**src/hw/rtl/triangle_tangent_bitangent_unit_defines.svh**
```systemverilog
// assertion macros for the triangle tangent and bitangent unit
`ifndef TRIANGLE_TANGENT_BITANGENT_UNIT_DEFINES_SVH
`define TRIANGLE_TANGENT_BITANGENT_UNIT_DEFINES_SVH
`ifndef ASSERT_OFF
`define TTB_ASSERT(label, clk, rst, prop, msg) \
  label: assert property (@(posedge clk) disable iff (rst) (prop)) else $error(msg);
`define TTB_ASSERT_RST(label, clk, prop, msg) \
  label: assert property (@(posedge clk) (prop)) else $error(msg);
`else
`define TTB_ASSERT(label, clk, rst, prop, msg)
`define TTB_ASSERT_RST(label, clk, prop, msg)
`endif
`endif

```
**src/hw/rtl/ttb_pkg.sv**
```systemverilog
// types and constants shared by the tangent and bitangent unit
`timescale 1ns / 1ps
package ttb_pkg;
  localparam int PosW = 32;
  localparam int UvW = 16;

  typedef struct packed {
    logic signed [31:0] pos_x;
    logic signed [31:0] pos_y;
    logic signed [31:0] pos_z;
    logic signed [15:0] tex_u;
    logic signed [15:0] tex_v;
    logic mesh_end;
  } vertex_t;

  typedef struct packed {
    logic [1:0] vertex_slot;
    logic signed [31:0] tangent_x;
    logic signed [31:0] tangent_y;
    logic signed [31:0] tangent_z;
    logic signed [31:0] bitangent_x;
    logic signed [31:0] bitangent_y;
    logic signed [31:0] bitangent_z;
    logic degenerate;
    logic count_error;
    logic run_last;
  } result_t;

  // controller to datapath
  typedef struct packed {
    logic hold_vertex;  // store the vertex in slot
    logic hold_slot;
    logic load_tri;     // capture third vertex, form deltas
    logic calc_start;   // start products and divisions
  } dp_cmd_t;

  typedef struct packed {
    logic calc_done;
    logic degenerate;
  } dp_stat_t;
endpackage

```
**src/hw/rtl/ttb_ctrl.sv**
```systemverilog
// controller: vertex count, triangle sequencing and result beats
`timescale 1ns / 1ps
`include "triangle_tangent_bitangent_unit_defines.svh"
module ttb_ctrl (
  input  logic clk,
  input  logic rst,
  input  logic in_valid,
  output logic in_stall,
  input  logic in_end,
  input  logic out_stall,
  output logic out_valid,
  output logic [1:0] slot,
  output logic err,
  output ttb_pkg::dp_cmd_t cmd,
  input  ttb_pkg::dp_stat_t stat
);
  typedef enum logic [2:0] {IDLE, WAITDET, CALC, EMIT, ERR} state_t;
  state_t state;
  logic [1:0] count;
  logic acc;

  assign in_stall = (state != IDLE);
  assign acc = in_valid && !in_stall;

  always_comb begin
    cmd = '0;
    cmd.hold_slot = count[0];
    cmd.hold_vertex = acc && !count[1] && !in_end;
    cmd.load_tri = acc && count[1];
    cmd.calc_start = (state == WAITDET);
  end

  always_ff @(posedge clk) begin
    if (rst) begin
      state <= IDLE;
      count <= '0;
      out_valid <= 1'b0;
      slot <= '0;
      err <= 1'b0;
    end else begin
      unique case (state)
        IDLE: begin
          if (acc) begin
            if (count[1]) begin
              state <= WAITDET;
              count <= '0;
            end else if (in_end) begin
              count <= '0;
              state <= ERR;
              out_valid <= 1'b1;
              err <= 1'b1;
              slot <= '0;
            end else begin
              count <= count + 2'd1;
            end
          end
        end
        WAITDET: state <= CALC;
        CALC: begin
          if (stat.calc_done) begin
            state <= EMIT;
            out_valid <= 1'b1;
            err <= 1'b0;
            slot <= '0;
          end
        end
        EMIT: begin
          if (!out_stall) begin
            if (slot == 2'd2) begin
              out_valid <= 1'b0;
              state <= IDLE;
            end else begin
              slot <= slot + 2'd1;
            end
          end
        end
        default: begin
          if (!out_stall) begin
            out_valid <= 1'b0;
            err <= 1'b0;
            state <= IDLE;
          end
        end
      endcase
    end
  end

  `TTB_ASSERT(a_cnt_range, clk, rst, count != 2'd3, "vertex count out of range")
  `TTB_ASSERT(a_no_in_busy, clk, rst, (state != IDLE) |-> in_stall, "input taken while busy")
  `TTB_ASSERT(a_err_slot, clk, rst, (out_valid && err) |-> (slot == 2'd0), "error beat slot")
  `TTB_ASSERT_RST(a_rst_quiet, clk, rst |=> !out_valid, "output after reset")
endmodule

```
**config.mk**
```make
export PLATFORM = sky130hd
export DESIGN_NAME = ttb_ctrl
export DESIGN_NICKNAME = d
export VERILOG_FILES = /design/src/hw/rtl/ttb_pkg.sv /design/src/hw/rtl/ttb_ctrl.sv
export VERILOG_INCLUDE_DIRS = /design/src /design/src/hw/rtl
export SDC_FILE = /design/constraint.sdc
export NUM_CORES = 1
export LEC_CHECK = 0
export ABC_AREA = 1
export BUFFER_PORTS_ARGS = -buffer_cell sky130_fd_sc_hd__buf_4
export CORE_AREA = 2 2 39 41
export DETAILED_ROUTE_END_ITERATION = 6
export DIE_AREA = 0 0 41 43
export PLACE_DENSITY = 0.8
export SETUP_SLACK_MARGIN = 0.15
export SYNTH_ARGS = -nofsm -noshare
export SYNTH_HDL_FRONTEND = slang
export SYNTH_SLANG_ARGS = --single-unit
```
**constraint.sdc**
```tcl
create_clock -name clk -period 2.6 [get_ports clk]
set_clock_uncertainty 0.05 [all_clocks]
set_input_delay 0.13 -clock clk [delete_from_list [all_inputs] [get_ports clk]]
set_output_delay 0.13 -clock clk [all_outputs]
set_load 0.005 [all_outputs]
```
==> results.sh, run 1 <==
export IMPL_dp_slack_ns=1.235
export IMPL_endpoint_kind="output port"
export IMPL_die_w_um=41
export IMPL_r2r_start="state[1]$_SDFFE_PP0P_"
export IMPL_die_height_um=43
export IMPL_arrival_ns=1.50
export IMPL_std_cell_rows=14
export IMPL_grt_pass1_vias=592
export IMPL_critPathMaxFanout=8
export IMPL_grt_overflow=0
export IMPL_via_per_inst=4.901
export IMPL_hold_class="input pin to flop"
export IMPL_cp_slowest_cell="dfxtp_1"
export IMPL_place_inst=137
export IMPL_drt_total_wl_um=1422
export IMPL_wl_per_cell_um=10.01
export IMPL_start_kind="flop"
export IMPL_rrSetupSlack_ns=1.18
export IMPL_max_slew_margin_pct=74.89
export IMPL_endpoint="cmd[1]"
export IMPL_ff2ff_path_depth=7
export IMPL_synthXorXnorAreaFrac_pct=0
export IMPL_path_clk_slew_ns=0.06
export IMPL_power_switching_w=0.0003896
export IMPL_final_cell_mix="nand2_1, nor2_1, buf_4, inv_1, nand3_1"
export IMPL_period_minus_slack_ns=1.682
export IMPL_synth_compound_area_share_pct=8.286
export IMPL_coreArea_um2=1384
export IMPL_p_per_area_nw_per_um2=1020
export IMPL_seq_area_frac_synth_pct=27.12
export IMPL_fin_crit_sh_pct=64.67
export IMPL_reg2reg_to="state[0]$_SDFFE_PP0P_"
export IMPL_cpPeakStageDelay_ns=0.42
export IMPL_worstMarginPinSlew_ns=0.3761
export IMPL_first_pass_iters=4
export IMPL_synth_cell_types=19
export IMPL_final_common_cell="nand2_1"
export IMPL_postCtsSetupBuffers=0
export IMPL_crit_chain="nor2_4 -> nand2_2 -> inv_2 -> nand2_1 -> nor2_1 -> buf_4"
export IMPL_setup_slack_ns=0.9185
export IMPL_synth_fa_ha_area_share_pct=1.883
export IMPL_synth_nets=117
export IMPL_grt_first_pass_wirelength_um=2394
export IMPL_switching_share_pct=47.34
export IMPL_synthSimpleGateAreaFrac_pct=49.15
export IMPL_antennaDiodeCount=0
export IMPL_syn_area_um2=664.4
export IMPL_fmax_mhz=594.7
export IMPL_finalSetupTns_ns=0
export IMPL_area_delta_synth_final_pct=21.47
export IMPL_finalHoldWorstSlack_ns=0.1081
export IMPL_ys_seq_elements=9
export IMPL_leakagePower_nw=0.4438
export IMPL_final_setup_viol_count=0
export IMPL_clock_sinks=9
export IMPL_ctsResizeCount=0
export IMPL_antenna_found_initial=0
export IMPL_intPower_w=0.0004334
export IMPL_clockPowerShare_pct=13.8
export IMPL_track_usage_pct=20.34
export IMPL_stdcell_count=142
export IMPL_worstPathRequired_ns=2.42
export IMPL_yosys_mux_area_fraction_pct=0
export IMPL_vias=696
export IMPL_syn_inst=109
export IMPL_hold_viol=0
export IMPL_numCtsBuffers=3
export IMPL_cts_tree="done"
export IMPL_nets=135
export IMPL_synth_area_per_cell_um2=6.095
export IMPL_p_seq_share_pct=28.6
export IMPL_max_cap_viol_count=0
export IMPL_rsz0062_at_grt="no"
export IMPL_portBuffers=14
export IMPL_drc_errors=0
export IMPL_grt_max_degree=9
export IMPL_drtAntennaViolNets=0
export IMPL_drive_above_1_share_pct=26.19
export IMPL_synth_top_family_by_area="simple AND/OR/NAND/NOR gates"
export IMPL_place_gp_congestion=0.8657
export IMPL_path_class="flop to output port"
export IMPL_clk_root_buffer_cell="clkbuf_4"
export IMPL_cts_hold_buffers=1
export IMPL_critPathLaunch="state[0]$_SDFFE_PP0P_"
export IMPL_hpwl_um=1023
export IMPL_pwr_share_comb_pct=57.6
export IMPL_ios=16
export IMPL_dr_first_iter_drc_count=14
export IMPL_die_area_um2=1763
export IMPL_clockBufferDepth=2
export IMPL_ctsHtreeMaxLevel=1
export IMPL_outcome="finished clean"
export IMPL_peakVddDrop_uv=593.0
export IMPL_drv_slew=0
export IMPL_start_util_pct=48.01
export IMPL_yosys_warnings=0
export IMPL_insertion_delay_ns=0.28
[cells by family (layout without fill, tap and decap cells)]
group,Yosys count,after routing
AND/OR/NAND/NOR,67,67
buffers and inverters,21,38
AO/OA/AOI/OAI,11,11
flip-flops,9,9
adder cells (fa/ha/maj),1,1
[synthesized netlist by cell type, drive strengths merged]
cell,number,area (um2)
nand4,2,18.77
buf,2,18.77
o21ai,4,20.02
a21oi,7,35.03
nand2,27,106.4
clkinv,1,3.750
nor2,23,106.4
inv,18,67.57
dfxtp,9,180.2
nand3,15,95.09
ha,1,12.51
[state kept, by name, indices dropped and copies added, names as in the netlist]
name	flops
count	2
err	1
out_valid	1
slot	2
state	3
[metal layers]
metal / GRT usage (%) / vias to the layer above / routed length (um)
met4: 12.00 / 0 / 42
met2: 31.56 / 15 / 673
li1: - / 373 / -
met3: 3.141 / 5 / 63
met5: 0 / - / 0
met1: 25.08 / 303 / 643
[through the flow]
stage               cell area [um2]  util [%]   power, W
floorplan                     664.4         -  0.0005901
global placement              770.7     55.70  0.0006985
detailed placement            770.7     55.70  0.0007063
CTS                           807.0     58.32  0.0008233
global route                  807.0     58.32  0.0009069
finish                        807.0     58.32  0.0008231
[worst min path at each step]
stage                         from               endpoint  slack (ns)  cells after the start
after floorplan                rst  count[1]$_SDFFE_PP0P_        0.15                      1
after global placement         rst  count[1]$_SDFFE_PP0P_        0.24                      2
after detailed placement       rst  count[1]$_SDFFE_PP0P_        0.25                      2
after CTS                 in_valid  count[0]$_SDFFE_PP0P_        0.11                      3
after global routing      in_valid  count[0]$_SDFFE_PP0P_        0.13                      3
final                     in_valid  count[0]$_SDFFE_PP0P_        0.11                      3
[critical path, delay by kind of cell (launching register included)]
kind,cells,cell delay (ns)
flops,1,0.42
simple gates,4,0.58
buf+inv,2,0.23
[area by class of cell]
class,instances,area [um2]
Clock buffer,4,26.28
Multi-Input combinational cell,79,394.1
Timing Repair Buffer,15,115.1
Sequential cell,9,180.2
Fill cell,128,576.8
Tap cell,16,20.02
Inverter,19,71.32
[power by group through the flow]
stage | Clock (W) | Combinational, W | Sequential [W]
floorplan | 0 | 0.000373 | 0.000218
global placement | 0 | 0.000466 | 0.000232
detailed placement | 0 | 0.000471 | 0.000235
CTS | 0.000114 | 0.000476 | 0.000233
global route | 0.000122 | 0.000544 | 0.000241
finish | 0.000114 | 0.000474 | 0.000235
(Power assumes the default switching activity.)
==> inputs of run 2 (changes only) <==
--- a/config.mk
+++ b/config.mk
@@ -8,9 +8,8 @@
 export LEC_CHECK = 0
 export ABC_AREA = 1
 export BUFFER_PORTS_ARGS = -buffer_cell sky130_fd_sc_hd__buf_4
-export CORE_AREA = 2 2 39 41
+export CORE_UTILIZATION = 50
 export DETAILED_ROUTE_END_ITERATION = 6
-export DIE_AREA = 0 0 41 43
 export PLACE_DENSITY = 0.8
 export SETUP_SLACK_MARGIN = 0.15
 export SYNTH_ARGS = -nofsm -noshare
==> constraint.sdc (replaced) <==
create_clock -name clk -period 1.7 [get_ports clk]
set_clock_uncertainty 0.05 [all_clocks]
set_input_delay 0.085 -clock clk [delete_from_list [all_inputs] [get_ports clk]]
set_output_delay 0.085 -clock clk [all_outputs]
set_load 0.005 [all_outputs]
==> results.sh, run 2 (same netlist as run 1, synthesis figures left out) <==
export IMPL_outcome="finished clean"
export IMPL_r2r_start="state[2]$_SDFFE_PP0P_"
export IMPL_busiest_layer="met2"
export IMPL_portBuffers=14
export IMPL_endpoint_kind="flop"
export IMPL_dp_slack_ns=0.3111
export IMPL_hpwl_um=1105
export IMPL_use_met2_pct=36.02
export IMPL_setup_slack_ns=0.2249
export IMPL_path_buf_inv=1
export IMPL_worstMarginPinSlew_ns=0.3347
export IMPL_die_w_um=38.45
export IMPL_first_pass_iters=5
export IMPL_drive_above_1_share_pct=28.91
export IMPL_peakVddDrop_uv=879.3
export IMPL_stdcell_count=142
export IMPL_final_setup_viol_count=0
export IMPL_numCtsBuffers=3
export IMPL_grt_overflow=0
export IMPL_start_util_pct=56.73
export IMPL_critPathLaunch="state[2]$_SDFFE_PP0P_"
export IMPL_antenna_found_initial=0
export IMPL_switching_share_pct=47.47
export IMPL_pwr_share_comb_pct=60.0
export IMPL_clk_root_buffer_cell="clkbuf_4"
export IMPL_grt_pass1_vias=601
export IMPL_die_area_um2=1478
export IMPL_drtAntennaViolNets=0
export IMPL_nets=137
export IMPL_crit_chain="nor2_4 -> buf_4 -> nand3_2 -> nand2_1 -> nor2_4 -> nand3_1 -> nand2_1 -> nor2_1"
export IMPL_insertion_delay_ns=0.26
export IMPL_period_minus_slack_ns=1.475
export IMPL_hold_viol=0
export IMPL_power_switching_w=0.0006282
export IMPL_reg2reg_to="state[0]$_SDFFE_PP0P_"
export IMPL_cpPeakStageDelay_ns=0.52
export IMPL_ff2ff_path_depth=8
export IMPL_wl_per_cell_um=11.48
export IMPL_area_delta_synth_final_pct=23.73
export IMPL_clock_sinks=9
export IMPL_rrSetupSlack_ns=0.22
export IMPL_p_total_w=0.001323
export IMPL_grtUsageMet3_pct=2.326
export IMPL_final_common_cell="nand2_1"
export IMPL_clockPowerShare_pct=12.8
export IMPL_clockBufferDepth=2
export IMPL_max_slew_margin_pct=77.65
export IMPL_intPower_w=0.0006952
export IMPL_arrival_ns=1.58
export IMPL_fmax_mhz=677.9
export IMPL_reg_top3="state (3), count (2), slot (2)"
export IMPL_hold_path_endpoint="count[0]$_SDFFE_PP0P_"
export IMPL_path_class="flop to flop"
export IMPL_grt_use_met1_pct=31.79
export IMPL_grt_first_pass_wirelength_um=2401
export IMPL_track_usage_pct=24.03
export IMPL_drt_total_wl_um=1630
export IMPL_regMostFlops="state"
export IMPL_dr_first_iter_drc_count=28
export IMPL_drc_errors=0
export IMPL_via_per_inst=5.155
export IMPL_final_cell_mix="nand2_1, nor2_1, buf_4, inv_1, nand3_1"
export IMPL_min_path_cells=3
export IMPL_cp_slowest_cell="dfxtp_1"
export IMPL_fillers=115
export IMPL_rsz0062_at_grt="no"
export IMPL_leakagePower_nw=0.4537
export IMPL_grt_max_degree=9
export IMPL_finalSetupTns_ns=0
export IMPL_critPathMaxFanout=6
export IMPL_max_cap_viol_count=0
export IMPL_largest_reg_flops=3
export IMPL_fin_crit_sh_pct=86.77
export IMPL_ios=16
export IMPL_post_route_util_pct=70.19
export IMPL_coreArea_um2=1171
export IMPL_start_kind="flop"
export IMPL_cts_tree="done"
export IMPL_std_cell_rows=12
export IMPL_vias=732
export IMPL_worstPathRequired_ns=1.81
export IMPL_hold_class="input pin to flop"
export IMPL_antennaDiodeCount=0
export IMPL_drv_slew=0
export IMPL_ctsHtreeMaxLevel=1
export IMPL_die_height_um=38.45
export IMPL_path_clk_slew_ns=0.07
export IMPL_p_seq_share_pct=27.2
export IMPL_min_delay_start="in_valid"
export IMPL_place_gp_congestion=0.8962
export IMPL_p_per_area_nw_per_um2=1610
export IMPL_cpLargestDelayFamily="simple AND/OR/NAND/NOR gates"
export IMPL_place_inst=135
-- run 2: changes by cell type in the layout (fill, tap and decap cells not counted), sizes merged --
cell	before	now
buf	14	16
-- run 2: power groups by stage --
stage	logic [W]	clock network [W]	registers, W
6_report	0.000794	0.000169	0.000360
5_1_grt	0.000899	0.000183	0.000370
4_1_cts	0.000741	0.000171	0.000353
3_5_place_dp	0.000731	0	0.000357
3_3_place_gp	0.000717	0	0.000355
2_1_floorplan	0.000570	0	0.000333
-- run 2: area by class of cell --
| type | instances | area, um2 | area share, % |
|---|---|---|---|
| Timing Repair Buffer | 17 | 130.1 | 15.83 |
| Tap cell | 14 | 17.52 | 2.131 |
| Multi-Input combinational cell | 79 | 394.1 | 47.95 |
| Inverter | 19 | 71.32 | 8.676 |
| Clock buffer | 4 | 26.28 | 3.196 |
| Sequential cell | 9 | 182.7 | 22.22 |
-- run 2: how the worst max path moves through the flow --
stage          slack, ns  cells after the start                endpoint
2_1_floorplan       0.48                      7  out_valid$_SDFFE_PP0P_
3_3_place_gp        0.36                      7   state[2]$_SDFFE_PP0P_
3_5_place_dp        0.31                      7  out_valid$_SDFFE_PP0P_
4_1_cts             0.16                      6                  cmd[1]
5_1_grt             0.14                      8  out_valid$_SDFFE_PP0P_
6_report            0.22                      8   state[0]$_SDFFE_PP0P_
-- run 2: what timing repair did --
item | 4_1_cts | 5_1_grt
setup buffers | 0 | 2
resized for setup | 0 | 2
gates cloned | 0 | 0
endpoints found under the setup margin | 1 | 2
pin swaps | 1 | 1
hold buffers | 1 | 0
hold endpoints to repair | 1 | 0
-- run 2: layer usage --
layer  vias up  part of all wire, %
li1        380                    -
met1       310                   42
met2        35                   47
met3         7                  7.4
met4         0                  2.9
met5         -                    0
-- run 2: through the flow --
step | area [um2] | hold slack, ns
after floorplan | 664.4 | 0.1041
after global placement | 768.2 | 0.1996
after CTS | 804.5 | 0.07659
after detailed placement | 768.2 | 0.2031
final | 822.0 | 0.07920
after global routing | 822.0 | 0.08971
-- run 2: worst min-delay path, stage by stage --
cell	delay [ns]
buf_4	0.12
nand3_2	0.08
a21oi_1	0.06
==> inputs of run 3 (changes only) <==
--- a/config.mk
+++ b/config.mk
@@ -10,6 +10,8 @@
 export BUFFER_PORTS_ARGS = -buffer_cell sky130_fd_sc_hd__buf_4
 export CORE_UTILIZATION = 50
 export DETAILED_ROUTE_END_ITERATION = 6
+export GPL_ROUTABILITY_DRIVEN = 0
+export GPL_TIMING_DRIVEN = 0
 export PLACE_DENSITY = 0.8
 export SETUP_SLACK_MARGIN = 0.15
 export SYNTH_ARGS = -nofsm -noshare
==> results.sh, run 3 (same netlist as run 1, synthesis figures left out) <==
export IMPL_drc_errors=0
export IMPL_antenna_found_initial=0
export IMPL_clockPowerShare_pct=12.5
export IMPL_dpl_cell_area_um2=787.0
export IMPL_grt_overflow=0
export IMPL_rrSetupSlack_ns=0.32
export IMPL_clockBufferDepth=2
export IMPL_std_cell_rows=12
export IMPL_finalSetupTns_ns=0
export IMPL_start_kind="flop"
export IMPL_nets=140
export IMPL_worstPathRequired_ns=1.56
export IMPL_reg_top3="state (3), count (2), slot (2)"
export IMPL_drtAntennaViolNets=0
export IMPL_dr_first_iter_drc_count=17
export IMPL_endpoint="cmd[1]"
export IMPL_arrival_ns=1.33
export IMPL_final_cell_mix="nand2_1, nor2_1, buf_4, inv_1, nand3_1"
export IMPL_finalHoldWorstSlack_ns=0.07308
export IMPL_power_switching_w=0.0006304
export IMPL_rsz0062_at_grt="no"
export IMPL_grt_max_degree=9
export IMPL_critPathMaxFanout=8
export IMPL_hold_viol=0
export IMPL_max_slew_margin_pct=83.08
export IMPL_first_pass_iters=4
export IMPL_coreArea_um2=1171
export IMPL_switching_share_pct=46.36
export IMPL_grt_first_pass_wirelength_um=2387
export IMPL_path_class="flop to output port"
export IMPL_cpPeakStageDelay_ns=0.31
export IMPL_drive_above_1_share_pct=30.53
export IMPL_grt_pass1_vias=577
export IMPL_p_per_area_nw_per_um2=1603
export IMPL_regMostFlops="state"
export IMPL_final_area_um2=848.3
export IMPL_max_cap_viol_count=0
export IMPL_intPower_w=0.0007292
export IMPL_endpoint_kind="output port"
export IMPL_drv_slew=0
export IMPL_hpwl_um=1176
export IMPL_period_minus_slack_ns=1.460
export IMPL_clk_root_buffer_cell="clkbuf_4"
export IMPL_track_usage_pct=24.12
export IMPL_critPathLaunch="state[0]$_SDFFE_PP0P_"
export IMPL_final_setup_viol_count=0
export IMPL_pwr_share_comb_pct=62.2
export IMPL_wl_per_cell_um=11.01
export IMPL_reg2reg_to="state[1]$_SDFFE_PP0P_"
export IMPL_portBuffers=14
export IMPL_post_route_util_pct=72.44
export IMPL_ctsHtreeMaxLevel=1
export IMPL_path_buf_inv=3
export IMPL_insertion_delay_ns=0.27
export IMPL_numCtsBuffers=3
export IMPL_worstMarginPinSlew_ns=0.2535
export IMPL_start_util_pct=56.73
export IMPL_p_seq_share_pct=25.3
export IMPL_cpLargestDelayFamily="simple AND/OR/NAND/NOR gates"
export IMPL_fillers=108
export IMPL_die_height_um=38.45
export IMPL_cp_slowest_cell="dfxtp_1"
export IMPL_fin_crit_sh_pct=85.90
export IMPL_antennaDiodeCount=0
export IMPL_fmax_mhz=684.8
export IMPL_peakVddDrop_uv=1051
export IMPL_crit_cells=7
export IMPL_multi_input_area_um2=394.1
export IMPL_regArea_um2=182.7
export IMPL_ios=16
export IMPL_ff2ff_path_depth=9
export IMPL_r2r_start="state[0]$_SDFFE_PP0P_"
export IMPL_vias=762
export IMPL_largest_reg_flops=3
export IMPL_die_w_um=38.45
export IMPL_path_clk_slew_ns=0.06
export IMPL_clock_sinks=9
export IMPL_cts_tree="done"
export IMPL_die_area_um2=1478
export IMPL_leakagePower_nw=0.4696
export IMPL_drt_total_wl_um=1596
export IMPL_outcome="finished clean"
export IMPL_via_per_inst=5.255
export IMPL_crit_chain="buf_6 -> nor2_4 -> nand2_2 -> inv_2 -> nand2_1 -> nor2_1 -> buf_4"
export IMPL_hold_class="input pin to flop"
export IMPL_area_delta_synth_final_pct=27.68
export IMPL_final_common_cell="nand2_1"
## run 3: area by class of cell
| cell class | count | area share [%] |
|---|---|---|
| repair buffers | 18 | 16.22 |
| clock buffers | 4 | 3.097 |
| inverters | 19 | 8.407 |
| well taps | 14 | 2.065 |
| flip-flops and latches | 9 | 21.53 |
| plain buffers | 2 | 2.212 |
| multi-input cells | 79 | 46.46 |
## run 3: worst min-delay path by stage
stage / startpoint / endpoint / cells past startpoint
4_1_cts: in_valid / count[0]$_SDFFE_PP0P_ / 3
3_3_place_gp: rst / count[1]$_SDFFE_PP0P_ / 2
6_report: in_valid / count[0]$_SDFFE_PP0P_ / 3
5_1_grt: in_valid / count[0]$_SDFFE_PP0P_ / 3
3_5_place_dp: rst / count[1]$_SDFFE_PP0P_ / 2
2_1_floorplan: rst / count[1]$_SDFFE_PP0P_ / 1
## run 3: stage by stage
step	power (W)	std cells	worst slack [ns]
2_1_floorplan	0.0009026	109	0.4836
3_3_place_gp	0.001094	137	0.3633
3_5_place_dp	0.001114	137	0.3179
4_1_cts	0.001291	142	0.1503
5_1_grt	0.001482	145	0.1633
6_report	0.001360	145	0.2397
## run 3: tightest hold or removal path: stages
cell	delay [ns]
buf_4	0.12
nand3_2	0.08
a21oi_1	0.06
## run 3: power by group through the flow
stage / clock network, W / registers [W] / logic, W
2_1_floorplan: 0 / 0.000333 / 0.000570
3_3_place_gp: 0 / 0.000340 / 0.000754
3_5_place_dp: 0 / 0.000342 / 0.000773
4_1_cts: 0.000175 / 0.000337 / 0.000779
5_1_grt: 0.000179 / 0.000348 / 0.000956
6_report: 0.000170 / 0.000343 / 0.000846
## run 3: routing by layer
layer | track usage, % | vias to the layer above | wire length, um
li1 | - | 391 | -
met1 | 32.38 | 334 | 693
met2 | 36.86 | 35 | 750
met3 | 5.233 | 2 | 131
met4 | 10.34 | 0 | 22
met5 | 0 | - | 0
## run 3: repair_timing
item / in CTS / in global routing
hold endpoints to repair: 1 / 0
setup buffers: 0 / 3
gates resized for setup: 0 / 2
setup endpoints to repair: 0 / 4
hold buffers: 1 / 0
